File: src/rtl/core/fpc_pkg.sv
`timescale 1ns / 1ps

package fpc_pkg;

  // fixed word and plane geometry
  localparam int unsigned WORD_W      = 32;
  localparam int unsigned PLANE_COUNT = 6;
  localparam int unsigned FRAC_BITS_DEF = 16;

  // request codes
  typedef enum logic [1:0] {
    REQ_WRITE   = 2'd0,
    REQ_EXTRACT = 2'd1,
    REQ_TEST    = 2'd2
  } req_e;

  // sequencer states
  typedef enum logic [3:0] {
    ST_IDLE,
    ST_EX_RDW,
    ST_EX_RDR,
    ST_SQ_MUL,
    ST_SQ_ACC,
    ST_SQRT,
    ST_DIV_START,
    ST_DIV_WAIT,
    ST_T_INIT,
    ST_T_MUL,
    ST_T_ACC,
    ST_T_CMP,
    ST_T_OUT
  } state_e;

  // handshake between sequencer and divider
  typedef struct packed {
    logic             start;
    logic [WORD_W-1:0] num_mag;
    logic [WORD_W-1:0] den;
  } div_req_t;

endpackage

File: src/rtl/core/fpc_div.sv
`timescale 1ns / 1ps

// restoring divider, (num_mag << FRAC_BITS) / den, one quotient bit per cycle
module fpc_div #(
  parameter int unsigned FRAC_BITS = fpc_pkg::FRAC_BITS_DEF
) (
  input  logic                                  clk_i,
  input  logic                                  rst_ni,
  input  fpc_pkg::div_req_t                     req_i,
  output logic                                  done_o,
  output logic [fpc_pkg::WORD_W+FRAC_BITS-1:0]  quot_o
);

  localparam int unsigned W   = fpc_pkg::WORD_W;
  localparam int unsigned NW  = W + FRAC_BITS;
  localparam int unsigned CW  = $clog2(NW + 1);

  logic [NW-1:0] n_q, n_d;
  logic [W-1:0]  rem_q, rem_d;
  logic [W-1:0]  den_q, den_d;
  logic [CW-1:0] cnt_q, cnt_d;
  logic          done_q, done_d;
  logic [W:0]    rem_sh;
  logic          ge;

  // one restoring step
  always_comb begin
    rem_sh = {rem_q, n_q[NW-1]};
    ge     = rem_sh >= {1'b0, den_q};
    n_d    = n_q;
    rem_d  = rem_q;
    den_d  = den_q;
    cnt_d  = cnt_q;
    done_d = 1'b0;
    if (req_i.start) begin
      n_d   = {req_i.num_mag, {FRAC_BITS{1'b0}}};
      rem_d = '0;
      den_d = req_i.den;
      cnt_d = CW'(NW);
    end else if (cnt_q != '0) begin
      rem_d = ge ? W'(rem_sh - {1'b0, den_q}) : rem_sh[W-1:0];
      n_d   = {n_q[NW-2:0], ge};
      cnt_d = cnt_q - 1'b1;
      if (cnt_q == CW'(1)) begin
        done_d = 1'b1;
      end
    end
  end

  always_ff @(posedge clk_i or negedge rst_ni) begin
    if (!rst_ni) begin
      cnt_q  <= '0;
      done_q <= 1'b0;
    end else begin
      cnt_q  <= cnt_d;
      done_q <= done_d;
    end
  end

  always_ff @(posedge clk_i) begin
    n_q   <= n_d;
    rem_q <= rem_d;
    den_q <= den_d;
  end

  assign done_o = done_q;
  assign quot_o = n_q;

endmodule

File: config.mk
export PLATFORM = sky130hd
export DESIGN_NAME = fpc_div
export DESIGN_NICKNAME = d
export VERILOG_FILES = /design/src/rtl/core/fpc_pkg.sv /design/src/rtl/core/fpc_div.sv
export SDC_FILE = /design/constraint.sdc
export NUM_CORES = 1
export LEC_CHECK = 0
export BUFFER_PORTS_ARGS = -buffer_cell sky130_fd_sc_hd__buf_2
export CAP_MARGIN = 20
export CORE_MARGIN = 2
export CORE_UTILIZATION = 40
export CTS_CLUSTER_SIZE = 25
export DETAILED_ROUTE_END_ITERATION = 8
export PLACE_DENSITY = 0.74
export SLEW_MARGIN = 20
export SYNTH_ARGS = -nofsm -noshare
export SYNTH_HDL_FRONTEND = slang
export SYNTH_SLANG_ARGS = --single-unit
export TNS_END_PERCENT = 1
File: constraint.sdc
create_clock -name clk_i -period 2.8 [get_ports clk_i]
set_input_delay 0.42 -clock clk_i [delete_from_list [all_inputs] [get_ports clk_i]]
set_output_delay 0.42 -clock clk_i [all_outputs]
set_load 0.005 [all_outputs]
==> impl_metrics.ini, run 1 <==
[sta]
min_period_ns = 2.807
timing.clock.skew_ns = 0.01055
hold_violations = 0
min_period_over_period_pct = 100.2
worstMarginPinSlew_ns = 0.6175
final.setup.worst_slack_ns = -0.006584
setup-violations-final = 1
slew_headroom_pct = 58.79
timing.fmax_mhz = 356.3
setup_tns_ns = -0.006584
slew_violations = 0
rsz0062_at_grt = true

[synthesis]
syn_inst = 737
seq_area_frac_synth_pct = 44.91
syn_area_per_cell_um2 = 9.239
synth_edf_count = 64
ys_ff_latch = 119
synthesis.nets = 839
netlist_area_um2 = 6809
synth_cell_type_count = 71
synth_area_leaders = edfxtp_1 28%, dfxtp_1 14%, nand2_1 7.2%, ha_1 6.2%, a21oi_1 4.2%
synth.top_cell.area_share_pct = 28.22
synth.largest_area_cell = edfxtp_1
yosysWarnings = 0
synthArstFlopShare_pct = 5.882
synth_flop_cell = edfxtp_1

[floorplanning]
start_util_pct = 41.06
die_y_um = 134.5
core_region_area_um2 = 16580
die_x_um = 134.5
rows = 47
die_area_um2 = 18080
io_pins = 116

[worst_setup_path]
path_cells = inv_1, ha_4, o211ai_1, a21o_1, a2111oi_4, o21a_2, a311oi_4, buf_6, clkbuf_16, or3_4, a211oi_2
path_max_fanout = 6
r2r-start = den_q[2]
worstRegToRegCells = 11
critPathKind = reg -> reg
reg2reg_to = rem_q[26]
endpoint_kind = flip-flop
critPathCapture = rem_q[26]
max_stage_delay_ns = 0.39
crit_arrival_ns = 3.15
crit_start = den_q[2]
worst_setup_path_start_kind = flip-flop
critPathRequiredTime_ns = 3.14
critPathSlowestCell = a2111oi_4
r2r_slack_ns = -0.007

[route]
vias_per_cell = 5.216
ant_nets = 0
drt_iter0_markers = 471
dr.pass1.iters = 5
wl_per_cell_um = 15.14
num_vias = 5685
wirelength_um = 16500
drc = 0

[final_layout]
nFillCells = 1546
seqCellArea_um2 = 3058
num-nets-final = 959
diodes = 0
syn2layout_area_growth_pct = 23.69
fin_cells = 1090
multiInputGateArea_um2 = 3455
postLayoutCoreUtil_pct = 50.78
drive_above_1_share_pct = 25.75

[min_path]
worstHoldStart = req_i[6]
min_path_type = in -> reg
worstHoldPathCells = 1

[global_route]
grt_usage_pct = 17.99
antenna_found_initial = 0
grt_pass1_wl_um = 25930
grt_pass1_vias = 5205
grt_max_degree = 108
overflow = 0

[clocking]
numCtsBuffers = 17
clock-sinks = 119
clockBufferDepth = 2
ctsRootBufferMaster = clkbuf_16
clkTransAtPathRegs_ns = 0.06
cts_tree = yes
htree_levels = 4
worstSkewPairLatency_ns = 0.42

[place]
dp_cells = 1048
gp_congestion = 0.9056
dp_hpwl_um = 10800
post-place-ws_ns = 0.003055
numPortBuffers = 115

[power_and_ir_drop]
total_leakage_power_uw = 0.003802
power.density_nw_per_um2 = 913.0
ir_drop_v = 0.0005044

[job]
maxCapViolations = 0

[run_status]
status = complete, but fails checks
violations = setup timing
final cells by class:
| type | instances | share of cell area (%) |
|---|---|---|
| Clock buffer | 17 | 5.051 |
| Sequential cell | 119 | 36.31 |
| Multi-Input combinational cell | 531 | 41.02 |
| Timing Repair Buffer | 146 | 10.96 |
| Clock inverter | 15 | 1.515 |
| Inverter | 42 | 1.872 |
| Tap cell | 220 | 3.268 |
repair_timing:
action,in CTS,in global routing
setup buffers,0,5
gates resized for setup,1,25
hold endpoints to repair,7,0
gates cloned,0,4
pin swaps,0,11
endpoints found under the setup margin,1,30
hold buffers,1,0
critical path: cells and delay by family (launching register included):
family | cells | cell delay (ns)
AOI/OAI and AO/OA | 6 | 1.30
adders and majority gates | 1 | 0.30
buffers and inverters | 3 | 0.41
DFF | 1 | 0.33
and+or+nand+nor | 1 | 0.38
worst min-delay path by stage:
stage                to
2_1_floorplan  cnt_q[0]
3_3_place_gp   cnt_q[0]
3_5_place_dp   cnt_q[1]
5_1_grt        den_q[2]
6_report       den_q[6]
4_1_cts        den_q[6]
per-stage QoR:
stage	power [uW]	hold slack [ns]	instance area, um^2
finish	7689	0.1689	8422
global route	8158	0.1529	8422
CTS	7262	0.1516	8144
detailed placement	5158	0.2674	7579
global placement	5129	0.2626	7579
floorplan	4627	0.1244	6809
layer usage:
metal	GRT usage [%]	vias to the layer above	wire length, um
met5	0	-	0
met4	5.906	0	289
met3	4.655	23	537
met2	28.40	111	7918
met1	24.20	2697	7754
li1	-	2854	-
where the power goes:
group | total, uW | internal (uW) | switching (uW)
clock network | 2060 | 1220 | 837
logic | 3280 | 1530 | 1760
registers | 2350 | 2140 | 213
state kept, by name (all words and copies together) (netlist names):
register / count
cnt_q: 6
den_q: 32
done_o: 1
quot_o: 48
rem_q: 32
synth_stat cells, types with 7 or more instances:
cell	n
o211ai_1	11
nor3_1	18
nand2_1	131
a21oi_1	57
xor2_1	12
nand2b_1	8
o211a_1	10
clkbuf_1	27
dfxtp_1	48
ha_1	34
inv_1	42
a21o_1	18
a211oi_1	16
o21ai_0	50
dfrtp_1	7
o21ai_1	14
edfxtp_1	64
nor2_1	45
nand3_1	16
xnor2_1	15
cells in the final DEF, fill, tap and decap left out, drive strengths merged, types with 3 or more instances in the layout:
cell type  Yosys  layout
and3           4       4
o211ai        11      11
nor3          18      18
buf           11     142
or3            4       4
clkinv         0       6
a211oi        21      21
nand2b         8       8
inv           42      46
dfxtp         48      48
clkinvlp       0       4
clkbuf        34      20
ha            34      34
nor2          45      45
dfrtp          7       7
nand4          6       6
nand3         16      16
o21a           4       4
xor2          12      12
o31ai          3       3
edfxtp        64      64
o211a         10      10
xnor2         15      15
a21oi         60      60
nor4           4       4
o21ai         65      65
a21o          19      19
mux2i          4       4
a31oi          6       6
nand2        131     131
nor2b          4       4
logic make-up after synthesis:
kind of cell / share of synthesized area (%)
AO/OA/AOI/OAI: 21.74
AND/OR/NAND/NOR: 15.95
buffers and inverters: 6.799
XOR/XNOR: 3.473
multiplexers: 0.5880
adder cells (fa/ha/maj): 6.542
flip-flops: 44.91
Note: power is estimated with default switching activity, not from simulation.
==> run 2, diff against run 1 <==
--- a/constraint.sdc
+++ b/constraint.sdc
@@ -3,2 +3,2 @@
 set_output_delay 0.42 -clock clk_i [all_outputs]
-set_load 0.005 [all_outputs]
+set_load 0.05 [all_outputs]
==> run 2 against run 1 <==
The run still ends with setup timing left. Sequential share of layout area decreased by 0.33 points. Combinational power increased by 5%. Power increased by 4.1%. Final cell count increased by 0.55%. Global-route usage decreased by 0.23 points. Die area unchanged. Non-clock buffer count increased by 6. Worst setup slack improved by 0.0062 ns. Critical path depth increased by 1. Largest power group unchanged.
==> impl_metrics.ini, run 2 (synthesis gave the netlist of run 1 again) <==
[run_status]
status = complete, but fails checks
violations = setup timing

[place]
numPortBuffers = 115
placed_cell_area_um2 = 7594
dp_hpwl_um = 10850
gp_congestion = 0.8922
post-place-ws_ns = 0.06468

[power_and_ir_drop]
seqPwrFrac_pct = 29.4
power.total_uw = 8001
clkPwrFrac_pct = 27.4
power.density_nw_per_um2 = 941.5
ir_drop_v = 0.0005243
combPwrFrac_pct = 43.3
p_int_uw = 5018
swShare_pct = 37.28
p_sw_uw = 2983
total_leakage_power_uw = 0.003840

[sta]
setup-violations-final = 1
min_period_ns = 2.800
slew_violations = 0
worstMarginPinSlew_ns = 0.5379
min_period_over_period_pct = 100.0
hold_violations = 0
final.setup.worst_slack_ns = -0.0003917
setup_tns_ns = -0.0003917
timing.fmax_mhz = 357.1
hold-worst-slack_ns = 0.1662
timing.clock.skew_ns = 0.01439
slew_headroom_pct = 63.81
rsz0062_at_grt = true

[floorplanning]
die_x_um = 134.5
die_y_um = 134.5
start_util_pct = 41.06
io_pins = 116
core_region_area_um2 = 16580
rows = 47
die_area_um2 = 18080

[worst_setup_path]
critPathRequiredTime_ns = 3.14
endpoint_kind = flip-flop
worst_setup_path_start_kind = flip-flop
crit_arrival_ns = 3.14
critPathKind = reg -> reg
path_max_fanout = 7

[global_route]
grt_max_degree = 92
grt_pass1_vias = 5338
use_met2_pct = 28.68
overflow = 0
grt_pass1_wl_um = 25610
grt_usage_pct = 17.76
antenna_found_initial = 0
met3_usage_pct = 4.092
use_met1_pct = 22.83
top_usage_layer = met2

[route]
dr.pass1.iters = 6
vias_per_cell = 5.279
wl_per_cell_um = 14.93
num_vias = 5786
wirelength_um = 16360
ant_nets = 0
drc = 0
drt_iter0_markers = 456

[final_layout]
layout_commonest_cell = nand2_1
num-nets-final = 965
largest_reg_flops = 48
final_cell_mix = 129 x nand2_1, 114 x buf_2, 64 x edfxtp_1, 57 x a21oi_1, 49 x o21ai_0
post-route-cell-area_um2 = 8498
diodes = 0
drive_above_1_share_pct = 26.71
syn2layout_area_growth_pct = 24.81

[clocking]
htree_levels = 4
ctsRootBufferMaster = clkbuf_16
worstSkewPairLatency_ns = 0.42
clock-sinks = 119
clockBufferDepth = 2
cts_tree = yes
numCtsBuffers = 17
clkTransAtPathRegs_ns = 0.06

[min_path]
min_path_type = in -> reg

[job]
maxCapViolations = 0
[run 2: cell count changes in the layout (fill, tap and decap cells not counted), sizes merged]
cell,previous run,this run
inv,46,48
buf,142,150
clkbuf,20,22
clkinv,6,4
clkinvlp,4,0
[run 2: metal layers]
metal	vias up	routed length [um]
met5	-	0
met4	0	398
met3	35	564
met2	122	7799
met1	2753	7600
li1	2876	-
[run 2: what timing repair did]
item                                    4_1_cts  5_1_grt
hold endpoints to repair                      7        0
buffers inserted                              0       13
resized for setup                             0       34
endpoints found under the setup margin        0       29
hold buffers                                  1        0
[run 2: worst max-delay path, stage by stage (launching register included)]
cell	delay (ns)
edfxtp_1	0.39
inv_2	0.06
ha_4	0.28
nand2b_4	0.05
a21o_1	0.22
a2111oi_4	0.39
o21a_2	0.30
a311oi_4	0.13
buf_4	0.16
buf_6	0.12
buf_4	0.16
o31a_1	0.25
a211oi_2	0.20
[run 2: through the flow]
step	std cells	util, %
finish	1096	51.24
global route	1096	51.24
CTS	1082	49.46
detailed placement	1049	45.79
global placement	1049	45.79
floorplan	737	-
[run 2: final cells by class]
type	count	area, um^2
clock buffer	21	493.0
sequential	119	3058
clock inverter	11	106.4
tap	220	275.3
fill	1547	8085
inverter	42	157.7
timing repair buffer	152	933.4
multi-input combinational	531	3475
[run 2: worst paths after layout]
check | from | endpoint | slack (ns) | depth (start not counted)
worst max register to register | den_q[1] | rem_q[22] | -0.0004 | 12
min in group asynchronous | rst_ni | cnt_q[5] | 0.40 | 2
worst max-delay path | den_q[1] | rem_q[22] | -0.0004 | 12
worst min-delay path | req_i[3] | den_q[3] | 0.17 | 1
max in group asynchronous | rst_ni | cnt_q[4] | 2.25 | 2
worst min register to register | quot_o[15] | quot_o[15] | 0.46 | 2
[run 2: power by group through the flow]
stage | Combinational (uW) | Sequential [uW] | Clock, uW
after CTS | 3020 | 2330 | 2240
after detailed placement | 3000 | 2360 | 0
after floorplan | 2310 | 2510 | 0
after global placement | 2960 | 2360 | 0
after global routing | 3780 | 2390 | 2300
final | 3460 | 2350 | 2190
==> run 3, diff against run 2 <==
CORE_UTILIZATION = 41   (was 40)
CTS_CLUSTER_DIAMETER = 200   (was not set)
PLACE_DENSITY = 0.76   (was 0.74)
==> run 3 against run 2 <==
The run now ends clean. Sequential power hardly changed. Final area decreased by 1.6%. Via count down 1.7%. Routed wire length is 1.1% lower. Sequential share of layout area rose by 0.57 points. Core utilization decreased by 0.26 points. Maximum frequency is 4.2% higher. First-iteration DRC count fell by 8.1%. Clock skew about the same. Count of clock-buffer cells in the layout is the same. Critical endpoint is now rem_q[26]. Largest power group unchanged.
==> impl_metrics.ini, run 3 (synthesis gave the netlist of run 1 again) <==
[power_and_ir_drop]
ir_drop_v = 0.0005290
total_leakage_power_uw = 0.003778
power.density_nw_per_um2 = 911.7

[place]
numPortBuffers = 115
dp_hpwl_um = 10810
gp_congestion = 0.8837

[clocking]
worstSkewPairLatency_ns = 0.42
ctsRootBufferMaster = clkbuf_16
htree_levels = 4
cts_tree = yes
numCtsBuffers = 17
clkTransAtPathRegs_ns = 0.06
clock-sinks = 119
clockBufferDepth = 2

[sta]
setup_tns_ns = 0
slew_headroom_pct = 58.60
timing.fmax_mhz = 372.1
rsz0062_at_grt = true
slew_violations = 0
min_period_over_period_pct = 95.98
worstMarginPinSlew_ns = 0.6154
hold_violations = 0
min_period_ns = 2.687
setup-violations-final = 0
timing.clock.skew_ns = 0.01455

[final_layout]
diodes = 0
drive_above_1_share_pct = 25.80
nFillCells = 1492
num-nets-final = 961
postLayoutCoreUtil_pct = 50.99
layout_commonest_cell = nand2_1
largest_reg_flops = 48
syn2layout_area_growth_pct = 22.86
final_cell_mix = 130 x nand2_1, 115 x buf_2, 64 x edfxtp_1, 56 x a21oi_1, 49 x o21ai_0

[worst_setup_path]
critPathSlowestCell = ha_1
path_max_fanout = 27
critPathRequiredTime_ns = 3.15
worst_setup_path_start_kind = flip-flop
cp_top_family = compound AO/OA/AOI/OAI gates
endpoint_kind = flip-flop
critPathKind = reg -> reg
crit_arrival_ns = 3.04
path_cells = inv_1, ha_1, o21a_1, nor2_1, a2111oi_4, o21a_2, a311oi_4, buf_6, buf_12, or3_1, a211oi_2
r2r_slack_ns = 0.11
max_stage_delay_ns = 0.41
worstRegToRegCells = 11
path_buf_inv = 3
worst-path-stages = 11

[global_route]
grt_usage_pct = 18.44
overflow = 0
grt_max_degree = 92
grt_pass1_wl_um = 26270
antenna_found_initial = 0
grt_pass1_vias = 5344

[route]
dr.pass1.iters = 5
ant_nets = 0
wirelength_um = 16180
wl_per_cell_um = 14.81
drt_iter0_markers = 419
drc = 0
vias_per_cell = 5.206
num_vias = 5685

[floorplanning]
core_region_area_um2 = 16410
start_util_pct = 41.50
die_y_um = 132.9
rows = 47
io_pins = 116
die_x_um = 132.9
die_area_um2 = 17650

[job]
maxCapViolations = 0

[min_path]
worstHoldPathCells = 1
min_path_type = in -> reg

[run_status]
status = finished, final reports clean
run 3: cell type report:
cell class	instances	area (um^2)	share of cell area, %
clock buffer	21	470.5	5.624
sequential	119	3058	36.55
timing repair buffer	148	874.6	10.45
clock inverter	11	71.32	0.8525
inverter	42	157.7	1.885
multi-input combinational	531	3458	41.34
tap	220	275.3	3.290
run 3: where the power goes:
group	switching [uW]	leakage, uW	total, uW	internal (uW)
sequential	211	0.00114	2350	2140
clock	792	0.000278	1990	1200
combinational	1880	0.00236	3290	1400
run 3: what timing repair did:
item | 4_1_cts | 5_1_grt
hold endpoints to repair | 7 | 0
resized for setup | 0 | 31
endpoints found under the setup margin | 0 | 29
hold buffers | 1 | 0
buffers inserted | 0 | 5
run 3: worst register-to-register path: stages (launching register included):
cell and delay (ns):
edfxtp_1 0.32, inv_1 0.04, ha_1 0.41, o21a_1 0.16
nor2_1 0.07, a2111oi_4 0.36, o21a_2 0.28, a311oi_4 0.12
buf_6 0.15, buf_12 0.15, or3_1 0.39, a211oi_2 0.17
run 3: worst paths after layout:
check                      startpoint          to
max in group asynchronous      rst_ni    cnt_q[3]
setup reg to reg             den_q[6]   rem_q[26]
min in group asynchronous      rst_ni    cnt_q[0]
hold / removal              req_i[26]   den_q[26]
hold reg to reg            quot_o[14]  quot_o[14]
setup / recovery             den_q[6]   rem_q[26]
run 3: metal layers:
layer / global-route usage (%) / wire (um) / vias up
li1: - / - / 2860
met1: 24.51 / 7565 / 2662
met2: 29.59 / 7681 / 139
met3: 3.487 / 558 / 24
met4: 7.706 / 372 / 0
met5: 0 / 0 / -
run 3: through the flow:
step	power (uW)	instance area [um^2]	std cells	hold WS [ns]	setup slack, ns
finish	7627	8366	1092	0.1735	0.1125
global route	8138	8366	1092	0.1641	-0.06393
CTS	7401	8155	1085	0.1587	0.007109
detailed placement	5359	7604	1052	0.2636	0.02652
global placement	5319	7604	1052	0.2615	0.1103
floorplan	4821	6817	737	0.1244	-0.09901
